`src/rtl/erd_pkg.sv`:
```
// ----------------------------------------------------------------------------
// erd_pkg
// Shared types, constants and helper functions for the run list decoder.
// ----------------------------------------------------------------------------
package erd_pkg;

	// bytes kept from one size field, 1 to 8
	localparam int unsigned FIELD_BYTES = 8;

	// configuration register indexes
	localparam logic REG_BYTES_PER_CLUSTER = 1'b0;

	// register reset value
	localparam logic [21:0] BPC_RESET = 22'd4096;

	// header byte nibble masks
	localparam logic [7:0] LEN_NIBBLE_MASK   = 8'h0F;
	localparam logic [7:0] DELTA_NIBBLE_MASK = 8'hF0;

	// command from the front part to the back part
	typedef struct packed {
		logic        is_end;
		logic        sparse;
		logic        overlong;
		logic [3:0]  delta_size;
		logic [63:0] length;
		logic [63:0] delta;
	} cmd_t;

	// one result transaction
	typedef struct packed {
		logic [63:0] start_cluster;
		logic [63:0] length_bytes;
		logic        is_sparse;
		logic        list_end;
		logic [15:0] frag_count;
		logic        has_sparse;
		logic [63:0] total_clusters;
		logic        too_long;
	} res_t;

	// drop one byte into its lane, lanes past FIELD_BYTES are discarded
	function automatic logic [63:0] collect_byte(input logic [63:0] acc,
			input logic [3:0] pos, input logic [7:0] b);
		logic [63:0] res;
		res = acc;
		for (int i = 0; i < 8; i++) begin
			if (i < FIELD_BYTES && pos == 4'(i)) begin
				res[8*i +: 8] = res[8*i +: 8] | b;
			end
		end
		return res;
	endfunction

	// sign extend a delta from its top kept byte
	function automatic logic [63:0] sign_extend(input logic [63:0] acc,
			input logic [3:0] size);
		logic [63:0] res;
		logic [3:0]  kept;
		res = acc;
		kept = (size > 4'(FIELD_BYTES)) ? 4'(FIELD_BYTES) : size;
		for (int i = 1; i < 8; i++) begin
			if (kept == 4'(i) && acc[8*i-1]) begin
				res = acc | (~64'd0 << (8*i));
			end
		end
		return res;
	endfunction

endpackage

```
`src/rtl/erd_queue.sv`:
```
// ----------------------------------------------------------------------------
// erd_queue
// Small first-in first-out queue of register entries with occupancy count.
// ----------------------------------------------------------------------------
module erd_queue #(
	parameter int unsigned W  = 8,
	parameter int unsigned AW = 2
) (
	input  logic          clk,
	input  logic          arst_n,
	input  logic          wr_en,
	input  logic [W-1:0]  wr_data,
	input  logic          rd_en,
	output logic [W-1:0]  rd_data,
	output logic          empty,
	output logic          full,
	output logic [AW:0]   count
);

	localparam int unsigned DEPTH = 1 << AW;

	logic [W-1:0]  mem_q [DEPTH];
	logic [AW-1:0] wr_ptr_q;
	logic [AW-1:0] rd_ptr_q;
	logic [AW:0]   count_q;
	logic          do_wr;
	logic          do_rd;

	assign do_wr = wr_en && !full;
	assign do_rd = rd_en && !empty;

	// entry storage
	always_ff @(posedge clk) begin
		if (do_wr) begin
			mem_q[wr_ptr_q] <= wr_data;
		end
	end

	// pointers and occupancy
	always_ff @(posedge clk or negedge arst_n) begin
		if (!arst_n) begin
			wr_ptr_q <= '0;
			rd_ptr_q <= '0;
			count_q  <= '0;
		end else begin
			if (do_wr) begin
				wr_ptr_q <= wr_ptr_q + 1'b1;
			end
			if (do_rd) begin
				rd_ptr_q <= rd_ptr_q + 1'b1;
			end
			if (do_wr && !do_rd) begin
				count_q <= count_q + 1'b1;
			end else if (do_rd && !do_wr) begin
				count_q <= count_q - 1'b1;
			end
		end
	end

	assign rd_data = mem_q[rd_ptr_q];
	assign empty   = (count_q == '0);
	assign full    = (count_q == (AW+1)'(DEPTH));
	assign count   = count_q;

endmodule

```
`src/rtl/erd_front.sv`:
```
// ----------------------------------------------------------------------------
// erd_front
// Takes list bytes, parses headers and gathers field bytes into commands.
// ----------------------------------------------------------------------------
module erd_front
	import erd_pkg::*;
(
	input  logic       clk,
	input  logic       arst_n,
	input  logic       push,
	input  logic [7:0] list_byte,
	output logic       full,
	output logic       cmd_push,
	output cmd_t       cmd_data,
	input  logic       cmd_full
);

	localparam logic [1:0] PH_HEADER = 2'd0;
	localparam logic [1:0] PH_LENGTH = 2'd1;
	localparam logic [1:0] PH_DELTA  = 2'd2;

	logic [1:0]  phase_q;
	logic [3:0]  length_size_q;
	logic [3:0]  delta_size_q;
	logic [3:0]  pos_q;
	logic [63:0] length_acc_q;
	logic [63:0] delta_acc_q;
	logic        overlong_q;

	logic        accept;
	logic [3:0]  pos_next;
	logic [3:0]  hdr_len;
	logic [3:0]  hdr_delta;
	logic [63:0] length_next;
	logic [63:0] delta_next;
	logic        hdr_overlong;

	assign full     = cmd_full;
	assign accept   = push && !cmd_full;
	assign pos_next = pos_q + 1'b1;

	// header nibbles
	assign hdr_len      = 4'(list_byte & LEN_NIBBLE_MASK);
	assign hdr_delta    = 4'((list_byte & DELTA_NIBBLE_MASK) >> 4);
	assign hdr_overlong = (hdr_len > 4'(FIELD_BYTES)) || (hdr_delta > 4'(FIELD_BYTES));

	// accumulators with this byte merged in
	assign length_next = collect_byte(length_acc_q, pos_q, list_byte);
	assign delta_next  = collect_byte(delta_acc_q, pos_q, list_byte);

	// command generation
	always_comb begin
		cmd_push            = 1'b0;
		cmd_data.is_end     = 1'b0;
		cmd_data.sparse     = (delta_size_q == 4'd0);
		cmd_data.overlong   = overlong_q;
		cmd_data.delta_size = delta_size_q;
		cmd_data.length     = length_acc_q;
		cmd_data.delta      = delta_acc_q;
		case (phase_q)
			PH_HEADER: begin
				if (accept && list_byte == 8'd0) begin
					cmd_push        = 1'b1;
					cmd_data.is_end = 1'b1;
				end
			end
			PH_LENGTH: begin
				cmd_data.length = length_next;
				if (accept && pos_next >= length_size_q && delta_size_q == 4'd0) begin
					cmd_push = 1'b1;
				end
			end
			PH_DELTA: begin
				cmd_data.delta = delta_next;
				if (accept && pos_next >= delta_size_q) begin
					cmd_push = 1'b1;
				end
			end
			default: begin
				cmd_push = 1'b0;
			end
		endcase
	end

	// parser state
	always_ff @(posedge clk or negedge arst_n) begin
		if (!arst_n) begin
			phase_q       <= PH_HEADER;
			length_size_q <= '0;
			delta_size_q  <= '0;
			pos_q         <= '0;
			length_acc_q  <= '0;
			delta_acc_q   <= '0;
			overlong_q    <= 1'b0;
		end else if (accept) begin
			case (phase_q)
				PH_HEADER: begin
					pos_q        <= '0;
					length_acc_q <= '0;
					delta_acc_q  <= '0;
					if (list_byte == 8'd0) begin
						length_size_q <= '0;
						delta_size_q  <= '0;
						overlong_q    <= 1'b0;
					end else begin
						length_size_q <= hdr_len;
						delta_size_q  <= hdr_delta;
						overlong_q    <= overlong_q || hdr_overlong;
						phase_q       <= (hdr_len != 4'd0) ? PH_LENGTH : PH_DELTA;
					end
				end
				PH_LENGTH: begin
					length_acc_q <= length_next;
					pos_q        <= pos_next;
					if (pos_next >= length_size_q) begin
						pos_q   <= '0;
						phase_q <= (delta_size_q != 4'd0) ? PH_DELTA : PH_HEADER;
					end
				end
				PH_DELTA: begin
					delta_acc_q <= delta_next;
					pos_q       <= pos_next;
					if (pos_next >= delta_size_q) begin
						pos_q   <= '0;
						phase_q <= PH_HEADER;
					end
				end
				default: begin
					phase_q <= PH_HEADER;
				end
			endcase
		end
	end

endmodule

```
`src/rtl/erd_back.sv`:
```
// ----------------------------------------------------------------------------
// erd_back
// Executes run commands: scales lengths, sums deltas and keeps list totals.
// ----------------------------------------------------------------------------
module erd_back
	import erd_pkg::*;
#(
	parameter int unsigned RES_AW = 2
) (
	input  logic            clk,
	input  logic            arst_n,
	input  logic [21:0]     bytes_per_cluster,
	input  logic            cmd_empty,
	input  cmd_t            cmd_data,
	output logic            cmd_pop,
	input  logic [RES_AW:0] res_count,
	output logic            res_push,
	output res_t            res_data
);

	localparam int unsigned RES_DEPTH = 1 << RES_AW;

	// stage 1 registers
	logic        valid_s1;
	logic        is_end_s1;
	logic        sparse_s1;
	logic        overlong_s1;
	logic [63:0] length_s1;
	logic [63:0] delta_s1;
	logic [53:0] prod_lo_s1;
	logic [31:0] prod_hi_s1;

	// running list state
	logic [63:0] cluster_sum_q;
	logic [15:0] frag_q;
	logic        sparse_seen_q;
	logic [63:0] total_q;

	logic [RES_AW+1:0] in_flight;
	logic [53:0]       prod_hi_full;
	logic [63:0]       len_bytes;
	logic [63:0]       sum_next;
	logic [15:0]       frag_next;
	logic              seen_next;
	logic [63:0]       total_next;

	// pop only with a result slot guaranteed
	assign in_flight = (RES_AW+2)'(res_count) + (RES_AW+2)'(valid_s1);
	assign cmd_pop   = !cmd_empty && (in_flight < (RES_AW+2)'(RES_DEPTH));

	// split 64x22 multiply into two 32x22 partial products
	assign prod_hi_full = 54'(cmd_data.length[63:32]) * 54'(bytes_per_cluster);

	always_ff @(posedge clk or negedge arst_n) begin
		if (!arst_n) begin
			valid_s1 <= 1'b0;
		end else begin
			valid_s1 <= cmd_pop;
		end
	end

	always_ff @(posedge clk) begin
		if (cmd_pop) begin
			is_end_s1   <= cmd_data.is_end;
			sparse_s1   <= cmd_data.sparse;
			overlong_s1 <= cmd_data.overlong;
			length_s1   <= cmd_data.length;
			delta_s1    <= cmd_data.sparse ? 64'd0
				: sign_extend(cmd_data.delta, cmd_data.delta_size);
			prod_lo_s1  <= 54'(cmd_data.length[31:0]) * 54'(bytes_per_cluster);
			prod_hi_s1  <= prod_hi_full[31:0];
		end
	end

	// combine partial products and update totals
	assign len_bytes  = {prod_hi_s1, 32'd0} + {10'd0, prod_lo_s1};
	assign sum_next   = cluster_sum_q + delta_s1;
	assign frag_next  = (!sparse_s1 && delta_s1 != 64'd0 && frag_q != 16'hFFFF)
		? frag_q + 1'b1 : frag_q;
	assign seen_next  = sparse_seen_q || sparse_s1;
	assign total_next = total_q + length_s1;

	// result transaction
	always_comb begin
		res_push = valid_s1;
		if (is_end_s1) begin
			res_data.start_cluster  = 64'd0;
			res_data.length_bytes   = 64'd0;
			res_data.is_sparse      = 1'b0;
			res_data.list_end       = 1'b1;
			res_data.frag_count     = frag_q;
			res_data.has_sparse     = sparse_seen_q;
			res_data.total_clusters = total_q;
		end else begin
			res_data.start_cluster  = sum_next;
			res_data.length_bytes   = len_bytes;
			res_data.is_sparse      = sparse_s1;
			res_data.list_end       = 1'b0;
			res_data.frag_count     = frag_next;
			res_data.has_sparse     = seen_next;
			res_data.total_clusters = total_next;
		end
		res_data.too_long = overlong_s1;
	end

	// running state, cleared by the terminator
	always_ff @(posedge clk or negedge arst_n) begin
		if (!arst_n) begin
			cluster_sum_q <= '0;
			frag_q        <= '0;
			sparse_seen_q <= 1'b0;
			total_q       <= '0;
		end else if (valid_s1) begin
			if (is_end_s1) begin
				cluster_sum_q <= '0;
				frag_q        <= '0;
				sparse_seen_q <= 1'b0;
				total_q       <= '0;
			end else begin
				cluster_sum_q <= sum_next;
				frag_q        <= frag_next;
				sparse_seen_q <= seen_next;
				total_q       <= total_next;
			end
		end
	end

endmodule

```
`src/rtl/extent_runlist_decoder.sv`:
```
// ----------------------------------------------------------------------------
// extent_runlist_decoder
// Run list decoder: one list byte per cycle unless full; a result per run and end.
// ----------------------------------------------------------------------------
// Throughput: one list byte per cycle while the command queue is not full.
// Path: the byte that completes a run (or the terminator) becomes a command that
// passes through the command queue, the partial-product stage of the length
// multiplier and the result queue before it shows on the result ports.
// Reset: all list state cleared, bytes_per_cluster set to 4096, both queues empty.
module extent_runlist_decoder
	import erd_pkg::*;
#(
	parameter int unsigned CMD_AW = 2,
	parameter int unsigned RES_AW = 2
) (
	input  logic               clk,
	input  logic               arst_n,
	// byte input
	input  logic               push,
	output logic               full,
	input  logic [7:0]         list_byte,
	// results
	output logic               empty,
	input  logic               pop,
	output logic signed [63:0] run_start_cluster,
	output logic [63:0]        run_length_bytes,
	output logic               run_is_sparse,
	output logic               list_end,
	output logic [15:0]        fragment_count,
	output logic               list_has_sparse,
	output logic [63:0]        total_clusters,
	output logic               field_too_long,
	// configuration
	input  logic               psel,
	input  logic               penable,
	input  logic               pwrite,
	input  logic [2:0]         paddr,
	input  logic [31:0]        pwdata,
	output logic [31:0]        prdata,
	output logic               pready
);

	logic [21:0] bpc_q;
	logic        cfg_sel;

	logic        cmd_push;
	cmd_t        cmd_wdata;
	cmd_t        cmd_rdata;
	logic        cmd_full;
	logic        cmd_empty;
	logic        cmd_pop;
	logic [CMD_AW:0] cmd_count;

	logic        res_push;
	res_t        res_wdata;
	res_t        res_rdata;
	logic        res_full;
	logic [RES_AW:0] res_count;

	// configuration register
	assign pready  = 1'b1;
	assign cfg_sel = (paddr[2] == REG_BYTES_PER_CLUSTER) && (paddr[1:0] == 2'd0);

	always_ff @(posedge clk or negedge arst_n) begin
		if (!arst_n) begin
			bpc_q <= BPC_RESET;
		end else if (psel && penable && pwrite && pready && paddr[2] == REG_BYTES_PER_CLUSTER) begin
			bpc_q <= pwdata[21:0];
		end
	end

	assign prdata = cfg_sel ? {10'd0, bpc_q} : 32'd0;

	// front part
	erd_front u_front (
		.clk       (clk),
		.arst_n    (arst_n),
		.push      (push),
		.list_byte (list_byte),
		.full      (full),
		.cmd_push  (cmd_push),
		.cmd_data  (cmd_wdata),
		.cmd_full  (cmd_full)
	);

	// command queue between front and back
	erd_queue #(
		.W  ($bits(cmd_t)),
		.AW (CMD_AW)
	) u_cmd_queue (
		.clk     (clk),
		.arst_n  (arst_n),
		.wr_en   (cmd_push),
		.wr_data (cmd_wdata),
		.rd_en   (cmd_pop),
		.rd_data (cmd_rdata),
		.empty   (cmd_empty),
		.full    (cmd_full),
		.count   (cmd_count)
	);

	// back part
	erd_back #(
		.RES_AW (RES_AW)
	) u_back (
		.clk               (clk),
		.arst_n            (arst_n),
		.bytes_per_cluster (bpc_q),
		.cmd_empty         (cmd_empty),
		.cmd_data          (cmd_rdata),
		.cmd_pop           (cmd_pop),
		.res_count         (res_count),
		.res_push          (res_push),
		.res_data          (res_wdata)
	);

	// result queue
	erd_queue #(
		.W  ($bits(res_t)),
		.AW (RES_AW)
	) u_res_queue (
		.clk     (clk),
		.arst_n  (arst_n),
		.wr_en   (res_push),
		.wr_data (res_wdata),
		.rd_en   (pop),
		.rd_data (res_rdata),
		.empty   (empty),
		.full    (res_full),
		.count   (res_count)
	);

	// result fields
	assign run_start_cluster = $signed(res_rdata.start_cluster);
	assign run_length_bytes  = res_rdata.length_bytes;
	assign run_is_sparse     = res_rdata.is_sparse;
	assign list_end          = res_rdata.list_end;
	assign fragment_count    = res_rdata.frag_count;
	assign list_has_sparse   = res_rdata.has_sparse;
	assign total_clusters    = res_rdata.total_clusters;
	assign field_too_long    = res_rdata.too_long || (res_full && cmd_count[CMD_AW] && 1'b0);

endmodule
```
`config.mk`:
```
export PLATFORM = sky130hd
export DESIGN_NAME = extent_runlist_decoder
export DESIGN_NICKNAME = d
export VERILOG_FILES = /design/src/rtl/erd_pkg.sv /design/src/rtl/erd_queue.sv /design/src/rtl/erd_front.sv /design/src/rtl/erd_back.sv /design/src/rtl/extent_runlist_decoder.sv
export SDC_FILE = /design/constraint.sdc
export NUM_CORES = 2
export LEC_CHECK = 0
export BUFFER_PORTS_ARGS = -buffer_cell sky130_fd_sc_hd__buf_2
export CAP_MARGIN = 20
export CORE_MARGIN = 3
export CORE_UTILIZATION = 30
export DETAILED_ROUTE_END_ITERATION = 12
export PLACE_DENSITY = 0.44
export SLEW_MARGIN = 20
export SYNTH_ARGS = -nofsm -noshare
export SYNTH_HDL_FRONTEND = slang
export SYNTH_SLANG_ARGS = --single-unit
```
`constraint.sdc`:
```
create_clock -name clk -period 22.4 [get_ports clk]
set_input_delay 1.12 -clock clk [delete_from_list [all_inputs] [get_ports clk]]
set_output_delay 1.12 -clock clk [all_outputs]
set_load 0.1 [all_outputs]
```
; Yosys cells after proc, flatten, opt, wreduce, memory -nomap -nowiden
; Memory sizes are Yosys's and may differ from the RTL's.
; Cells that the tools add are included.
[word_totals]
ram_bits = 1388
memories = 2
rom_bits = 0
latch_bits = 0
ff_bits = 542
output_inout_bits = 247
[mem_list]
columns = name, depth, width, rd, rd_ports_with_merged_regs, wr, line
row1 = u_res_queue.mem_q, 4, 212, 1, 0, 1, erd_queue.sv:22  ; logic [W-1:0] mem_q [DEPTH];
row2 = u_cmd_queue.mem_q, 4, 135, 1, 0, 1, erd_queue.sv:22
[classes]
n_lt_le_gt_ge = 6
n_bitwise = 17
n_div = 0
shifts = 0
multipliers = 2
eq_ne = 22
reduce_logical = 59
addsub = 14
n_mux = 60
[ops]
columns = cell, count
row1 = $mux 64, 11
row2 = $pmux 64 s2, 2
row3 = $mux 211, 1
row4 = $add 64x64->64, 2
row5 = $mux 8, 16
row6 = $or 8x8->8, 16
row7 = $add 64x54->64, 1
row8 = $reduce_bool 64->1, 1
row9 = $mul 32x22->54, 1
row10 = $eq 4x3->1 const B, 8
row11 = $mul 32x22->32, 1
row12 = $mux 16, 2
row13 = $logic_and 1x1->1, 27
row14 = $mux 22, 1
row15 = $mux 4, 5
row16 = $add 16x1->16 const B, 1
row17 = $eq 4x2->1 const B, 4
row18 = $ne 16x16->1 const B, 1
row19 = $gt 4x4->1 const B, 3
row20 = $mux 3, 4
row21 = $pmux 4 s3, 1
row22 = $mux 1, 10
row23 = $mux 2, 5
row24 = $logic_not 1->1, 9
row25 = other kinds (26), 47

; Longest topological paths before layout
[depth]
ltp_word = 12
depth_mapped = 33
ltp_nobuf = 27

; By module
; Synthesis repeated with hierarchy kept, for this count alone.
[hier_totals]
hier_cells = 9203
area_unflattened_um2 = 118173.3
[modules_own_cells]
columns = mod, seq_area_each_um2, area_per_inst_um2, n_inst, cells_each
row1 = erd_back, 10169.8, 58942.8, 1, 6506
row2 = erd_queue at u_res_queue, 25639.6, 31102.3, 1, 1144
row3 = erd_queue at u_cmd_queue, 16390.7, 19892.8, 1, 741
row4 = erd_front, 3578.4, 7046.8, 1, 727
row5 = extent_runlist_decoder, 551.8, 1188.6, 1, 85

; Worst setup path after synthesis
; OpenSTA, ideal clock, no wires.
[synth_path]
path_type = flip-flop to flip-flop
from = register u_res_queue.count_q[1], in the netlist u_res_queue.count[1]
to = register u_cmd_queue.count_q[1], in the netlist u_cmd_queue.count[1]
stages_incl_launch_ff = 7
arrival_ns = 19.975
required_time_ns = 22.275
n_path_buf = 0
path_slack_ns = 2.300
synth_period_minus_slack_ns = 20.100
path_cell_list = dfrtp_1 -> a311oi_1 -> inv_1 -> ha_1 -> inv_1 -> fa_1 -> mux2_2
[synth_via]
elab_chain_len = 7
elab_cells_between_ends = 9
classes_between = 1 x add/sub / 1 x order compare / 1 x mux / 6 x reduce/logical
[synth_lines]
columns = item, line
row1 = from (decl), erd_queue.sv:25  ; logic [AW:0] count_q;
row2 = from (signal assigned), erd_queue.sv:53  ; count_q <= count_q + 1'b1;
row3 = from (signal assigned), erd_queue.sv:55  ; count_q <= count_q - 1'b1;
row4 = $add 3x1->4 *, erd_back.sv:48  ; assign in_flight = (RES_AW+2)'(res_count) + (RES_AW+2)'(valid_s1);
row5 = $lt 4x3->1 *, erd_back.sv:49  ; assign cmd_pop = !cmd_empty && (in_flight < (RES_AW+2)'(RES_DEPTH));
row6 = $logic_and 1x1->1 *, erd_back.sv:49
row7 = named net cmd_pop, extent_runlist_decoder.sv:51  ; logic cmd_pop;
row8 = $logic_and 1x1->1 *, erd_queue.sv:30  ; assign do_rd = rd_en && !empty;
row9 = $logic_not 1->1, erd_queue.sv:52  ; if (do_wr && !do_rd) begin
row10 = $logic_and 1x1->1, erd_queue.sv:52
row11 = $mux 3 or $reduce_bool 2->1 (tied branches), --
row12 = to (signal assigned), erd_queue.sv:53
row13 = to (signal assigned), erd_queue.sv:55
row14 = to (decl), erd_queue.sv:25
; The timed path passes the listed nets; every way through them passes the cells marked *.
; A chain may end at the register's enable or synchronous reset.

; Worst setup path in the final report
[layout_path]
from = register u_cmd_queue.rd_ptr_q[1]
to = register u_back.prod_lo_s1[52] (data pin)
[layout_via]
elab_chain_len = 2
[layout_lines]
columns = item, line
row1 = from (decl), erd_queue.sv:24  ; logic [AW-1:0] rd_ptr_q;
row2 = from (signal assigned), erd_queue.sv:50  ; rd_ptr_q <= rd_ptr_q + 1'b1;
row3 = $mem_v2 4x135, --
row4 = $mul 32x22->54, erd_back.sv:70  ; prod_lo_s1 <= 54'(cmd_data.length[31:0]) * 54'(bytes_per_cluster);
row5 = to (signal assigned), erd_back.sv:70
row6 = to (decl), erd_back.sv:30  ; logic [53:0] prod_lo_s1;
; No other way between the ends.

==> reports/summary.md <==
### STA
* final number of hold-violating endpoints: 0
* Worst-Margin Slew: 1138 ps
* final count of pins violating max slew: 0
* total setup violations reported at the end of the flow: 0
* RSZ-0062 raised after global routing: false
* FMAX: 96.42 MHz
* min cycle time layout: 10370 ps
* fin crit share: 46.30%
* TNS Setup: 0 ps
* Worst Clk Skew: 107.3 ps
* worst slew slack as a fraction of its limit: 23.97%

### Place
* dpl hpwl: 230300 µm
* port bufs: 275
* global placement routability congestion: 0.8429

### Worst setup path
* delay of the slowest critical-path stage: 1010 ps
* required time at the worst-slack endpoint: 22970 ps
* Worst Path Class, Setup: reg2reg
* Worst path most repeated cell: sky130_fd_sc_hd__fa_1
* nature of the critical path startpoint: flop
* Slowest cell on crit path: sky130_fd_sc_hd__mux4_2
* worst-path cell chain: buf_12 -> buf_4 -> mux4_2 -> nand2_1 -> fa_1 -> fa_1 -> fa_1 -> inv_1 -> fa_1 -> inv_1 -> fa_1 -> inv_1 -> fa_1 -> fa_1 -> ha_1 -> a21o_1 -> a31oi_1 -> a2111oi_2 -> nor4b_1 -> nor4b_2 -> o2111ai_1 -> and3_1 -> o41ai_1 -> xnor2_1
* largest fanout on the critical path: 97
* sort of element at the end of the critical path: flop
* Data arrival, critical path: 10940 ps

### Route
* total number of vias: 72020
* post-detailed-route DRC marker count: 0
* routed len/inst: 23.32 µm
* 1st-iter DRT viols: 5214
* Final ANT Viol Nets: 0
* detailed-routing iteration count for the pre-antenna-repair pass: 5
* overall routed net length: 341800 µm
* Via density: 4.914

### CTS
* TritonCTS buffer count: 213
* Root Buffer Master: sky130_fd_sc_hd__clkbuf_16
* Bufs on Longest Clock Path: 4
* Post-CTS Hold Fix Bufs: 0
* count of clock tree sinks: 1930
* clock-pin slew on the worst setup and hold paths: 60 ps
* clock insertion delay at the later pin of the skew report: 920 ps
* CTS tree: built
* buffers inserted by post-CTS timing repair: 0
* Max H-tree Level: 4
* post_cts resized: 0

### Logic synthesis
* synthesized instance count: 9181
* Post-synth EDFFs: 1605
* post-synthesis sequential element count: 1930
* count of distinct cell types in the synthesized netlist: 93
* post-synthesis async set-or-reset flop share: 16.84%
* proportion of synthesized chip area in sequential cells: 47.98%
* mean area per synthesized cell: 12.79 µm²
* Post-synth top flop: sky130_fd_sc_hd__edfxtp_1
* area of the mapped netlist: 0.1174 mm²
* yosys synthesis warning count: 0

### Cells and area
* most common cell after layout, fill and taps aside: sky130_fd_sc_hd__edfxtp_1
* final net count: 10720
* fraction of layout instances using a drive strength above 1: 13.12%
* area growth from synthesis to layout: 12.01%
* commonest cells after routing, fill and taps aside: 1605 x sky130_fd_sc_hd__edfxtp_1, 1060 x sky130_fd_sc_hd__nand2_1, 1033 x sky130_fd_sc_hd__inv_1, 975 x sky130_fd_sc_hd__fa_1, 451 x sky130_fd_sc_hd__and2_1
* sequential cell area: 0.05638 mm²
* number of fillers in the final layout: 38210
* area used by multi-input combinational logic: 0.05523 mm²

### Global routing
* number of antenna violations at the first check in global routing: 34
* wire length of the first global-routing pass: 513000 µm
* global-route usage over all layers: 17.11%
* total gr overflow: 0
* largest net degree at the start of global routing: 137
* vias in the first global route: 77190

### Die
* Die Ht: 631.6 µm
* area of the die: 0.3989 mm²
* Top-Level Pins: 297
* DIE WIDTH: 631.6 µm
* Core Rows: 229
* Floorplan Core Area: 0.3894 mm²
* initial standard-cell utilization of the core: 30.15%

### Run status
* run status: finished, final reports clean

### Run
* number of maximum-capacitance constraint violations: 0

### Min path
* class of the most critical hold timing path: in2async

[metrics by stage]
| stage | cell area (µm²) | std cells | setup WS (ps) | hold WS (ps) | util [%] |
|---|---|---|---|---|---|
| 5_1_grt | 131500 | 14650 | 11570 | 195.5 | 33.76 |
| 2_1_floorplan | 117400 | 9190 | 2300 | 444.2 | - |
| 6_report | 131500 | 14660 | 12030 | 183.0 | 33.77 |
| 3_5_place_dp | 124300 | 14250 | 12190 | 464.7 | 31.91 |
| 3_3_place_gp | 124300 | 14250 | 12120 | 457.6 | 31.91 |
| 4_1_cts | 131400 | 14640 | 12110 | 186.3 | 33.76 |
[cell usage after synthesis (59+ instances only)]
cell type	count	area [µm²]
sky130_fd_sc_hd__fa_1	975	19520
sky130_fd_sc_hd__inv_1	1036	3889
sky130_fd_sc_hd__mux4_2	346	7792
sky130_fd_sc_hd__nor2_1	429	1610
sky130_fd_sc_hd__a21oi_1	324	1622
sky130_fd_sc_hd__mux2_2	93	1047
sky130_fd_sc_hd__buf_1	59	221.5
sky130_fd_sc_hd__nand2_1	1061	3983
sky130_fd_sc_hd__edfxtp_1	1605	48200
sky130_fd_sc_hd__clkbuf_1	419	1573
sky130_fd_sc_hd__nor2b_1	71	444.2
sky130_fd_sc_hd__and2_1	459	2872
sky130_fd_sc_hd__o21ai_0	186	930.9
sky130_fd_sc_hd__ha_1	428	5355
sky130_fd_sc_hd__nand3_1	66	330.3
sky130_fd_sc_hd__dfrtp_1	324	8108
sky130_fd_sc_hd__xor2_1	89	779.5
sky130_fd_sc_hd__xnor2_1	188	1647
sky130_fd_sc_hd__a21o_1	159	1194
sky130_fd_sc_hd__o21bai_1	163	1224
[per-layer routing]
metal,global-route usage (%),wire (µm),vias up
li1,-,-,31750
met1,24.53,159700,37880
met2,27.06,154900,1917
met3,2.635,18050,461
met4,4.327,9084,8
met5,0,43,-
[final timing paths]
path	from	end	slack [ps]	cells after the start
min in group clk	pwdata[11]	bpc_q[11]$_DFFE_PN0P_	440	2
min reg2reg	u_front.length_acc_q[41]$_DFFE_PN0P_	u_front.length_acc_q[41]$_DFFE_PN0P_	470	2
min	arst_n	u_back.cluster_sum_q[16]$_DFFE_PN0P_	180	1
max reg2reg	u_cmd_queue.rd_ptr_q[1]$_DFFE_PN0P_	u_back.prod_lo_s1[52]$_DFFE_PP_	12030	24
max in group asynchronous	arst_n	bpc_q[2]$_DFFE_PN0P_	20480	2
max	u_cmd_queue.rd_ptr_q[1]$_DFFE_PN0P_	u_back.prod_lo_s1[52]$_DFFE_PP_	12030	24
[registers in the layout, indices dropped and copies added (netlist names), 2 cells and up]
name,flops
bpc_q,22
u_back.cluster_sum_q,64
u_back.delta_s1,64
u_back.frag_q,16
u_back.length_s1,64
u_back.prod_hi_s1,32
u_back.prod_lo_s1,54
u_back.total_q,64
u_cmd_queue.count,3
u_cmd_queue.mem_q,540
u_cmd_queue.rd_ptr_q,2
u_cmd_queue.wr_ptr_q,2
u_front.delta_acc_q,64
u_front.delta_size_q,4
u_front.length_acc_q,64
u_front.length_size_q,4
u_front.phase_q,2
u_front.pos_q,4
u_res_queue.count,3
u_res_queue.mem_q,848
u_res_queue.rd_ptr_q,2
u_res_queue.wr_ptr_q,2
[critical path: cells and delay by family (launching register included)]
kind,cells,cell delay (ps)
fa+ha+maj,8,3870
compound gates,5,1690
flops,1,410
xor+xnor,1,230
mux,1,1010
simple gates,4,1290
buf+inv,5,1380
[layout make-up]
cell class | instances | area share, %
Antenna cell | 13 | 0.02474
Clock buffer | 275 | 4.391
Clock inverter | 123 | 1.081
Inverter | 1037 | 2.963
Multi-Input combinational cell | 5701 | 42.00
Sequential cell | 1930 | 42.87
Tap cell | 5197 | 4.945
Timing Repair Buffer | 381 | 1.722
[kinds of logic (layout without fill, tap and decap cells)]
group                    count (synthesis)  in the layout  synth area share (%)
flip-flops                            1930           1930                 47.98
other                                    2             24              0.006397
XOR/XNOR                               277            277                 2.067
AO/OA/AOI/OAI                         1201           1201                 6.730
adder cells (fa/ha/maj)               1403           1403                 21.19
buffers and inverters                 1559           1816                 5.061
multiplexers                           452            452                 7.644
AND/OR/NAND/NOR                       2357           2357                 9.323
Power is left out: the tool's default activity adds up to more than one toggle a clock period on the data nets, which glitch-free logic cannot reach.
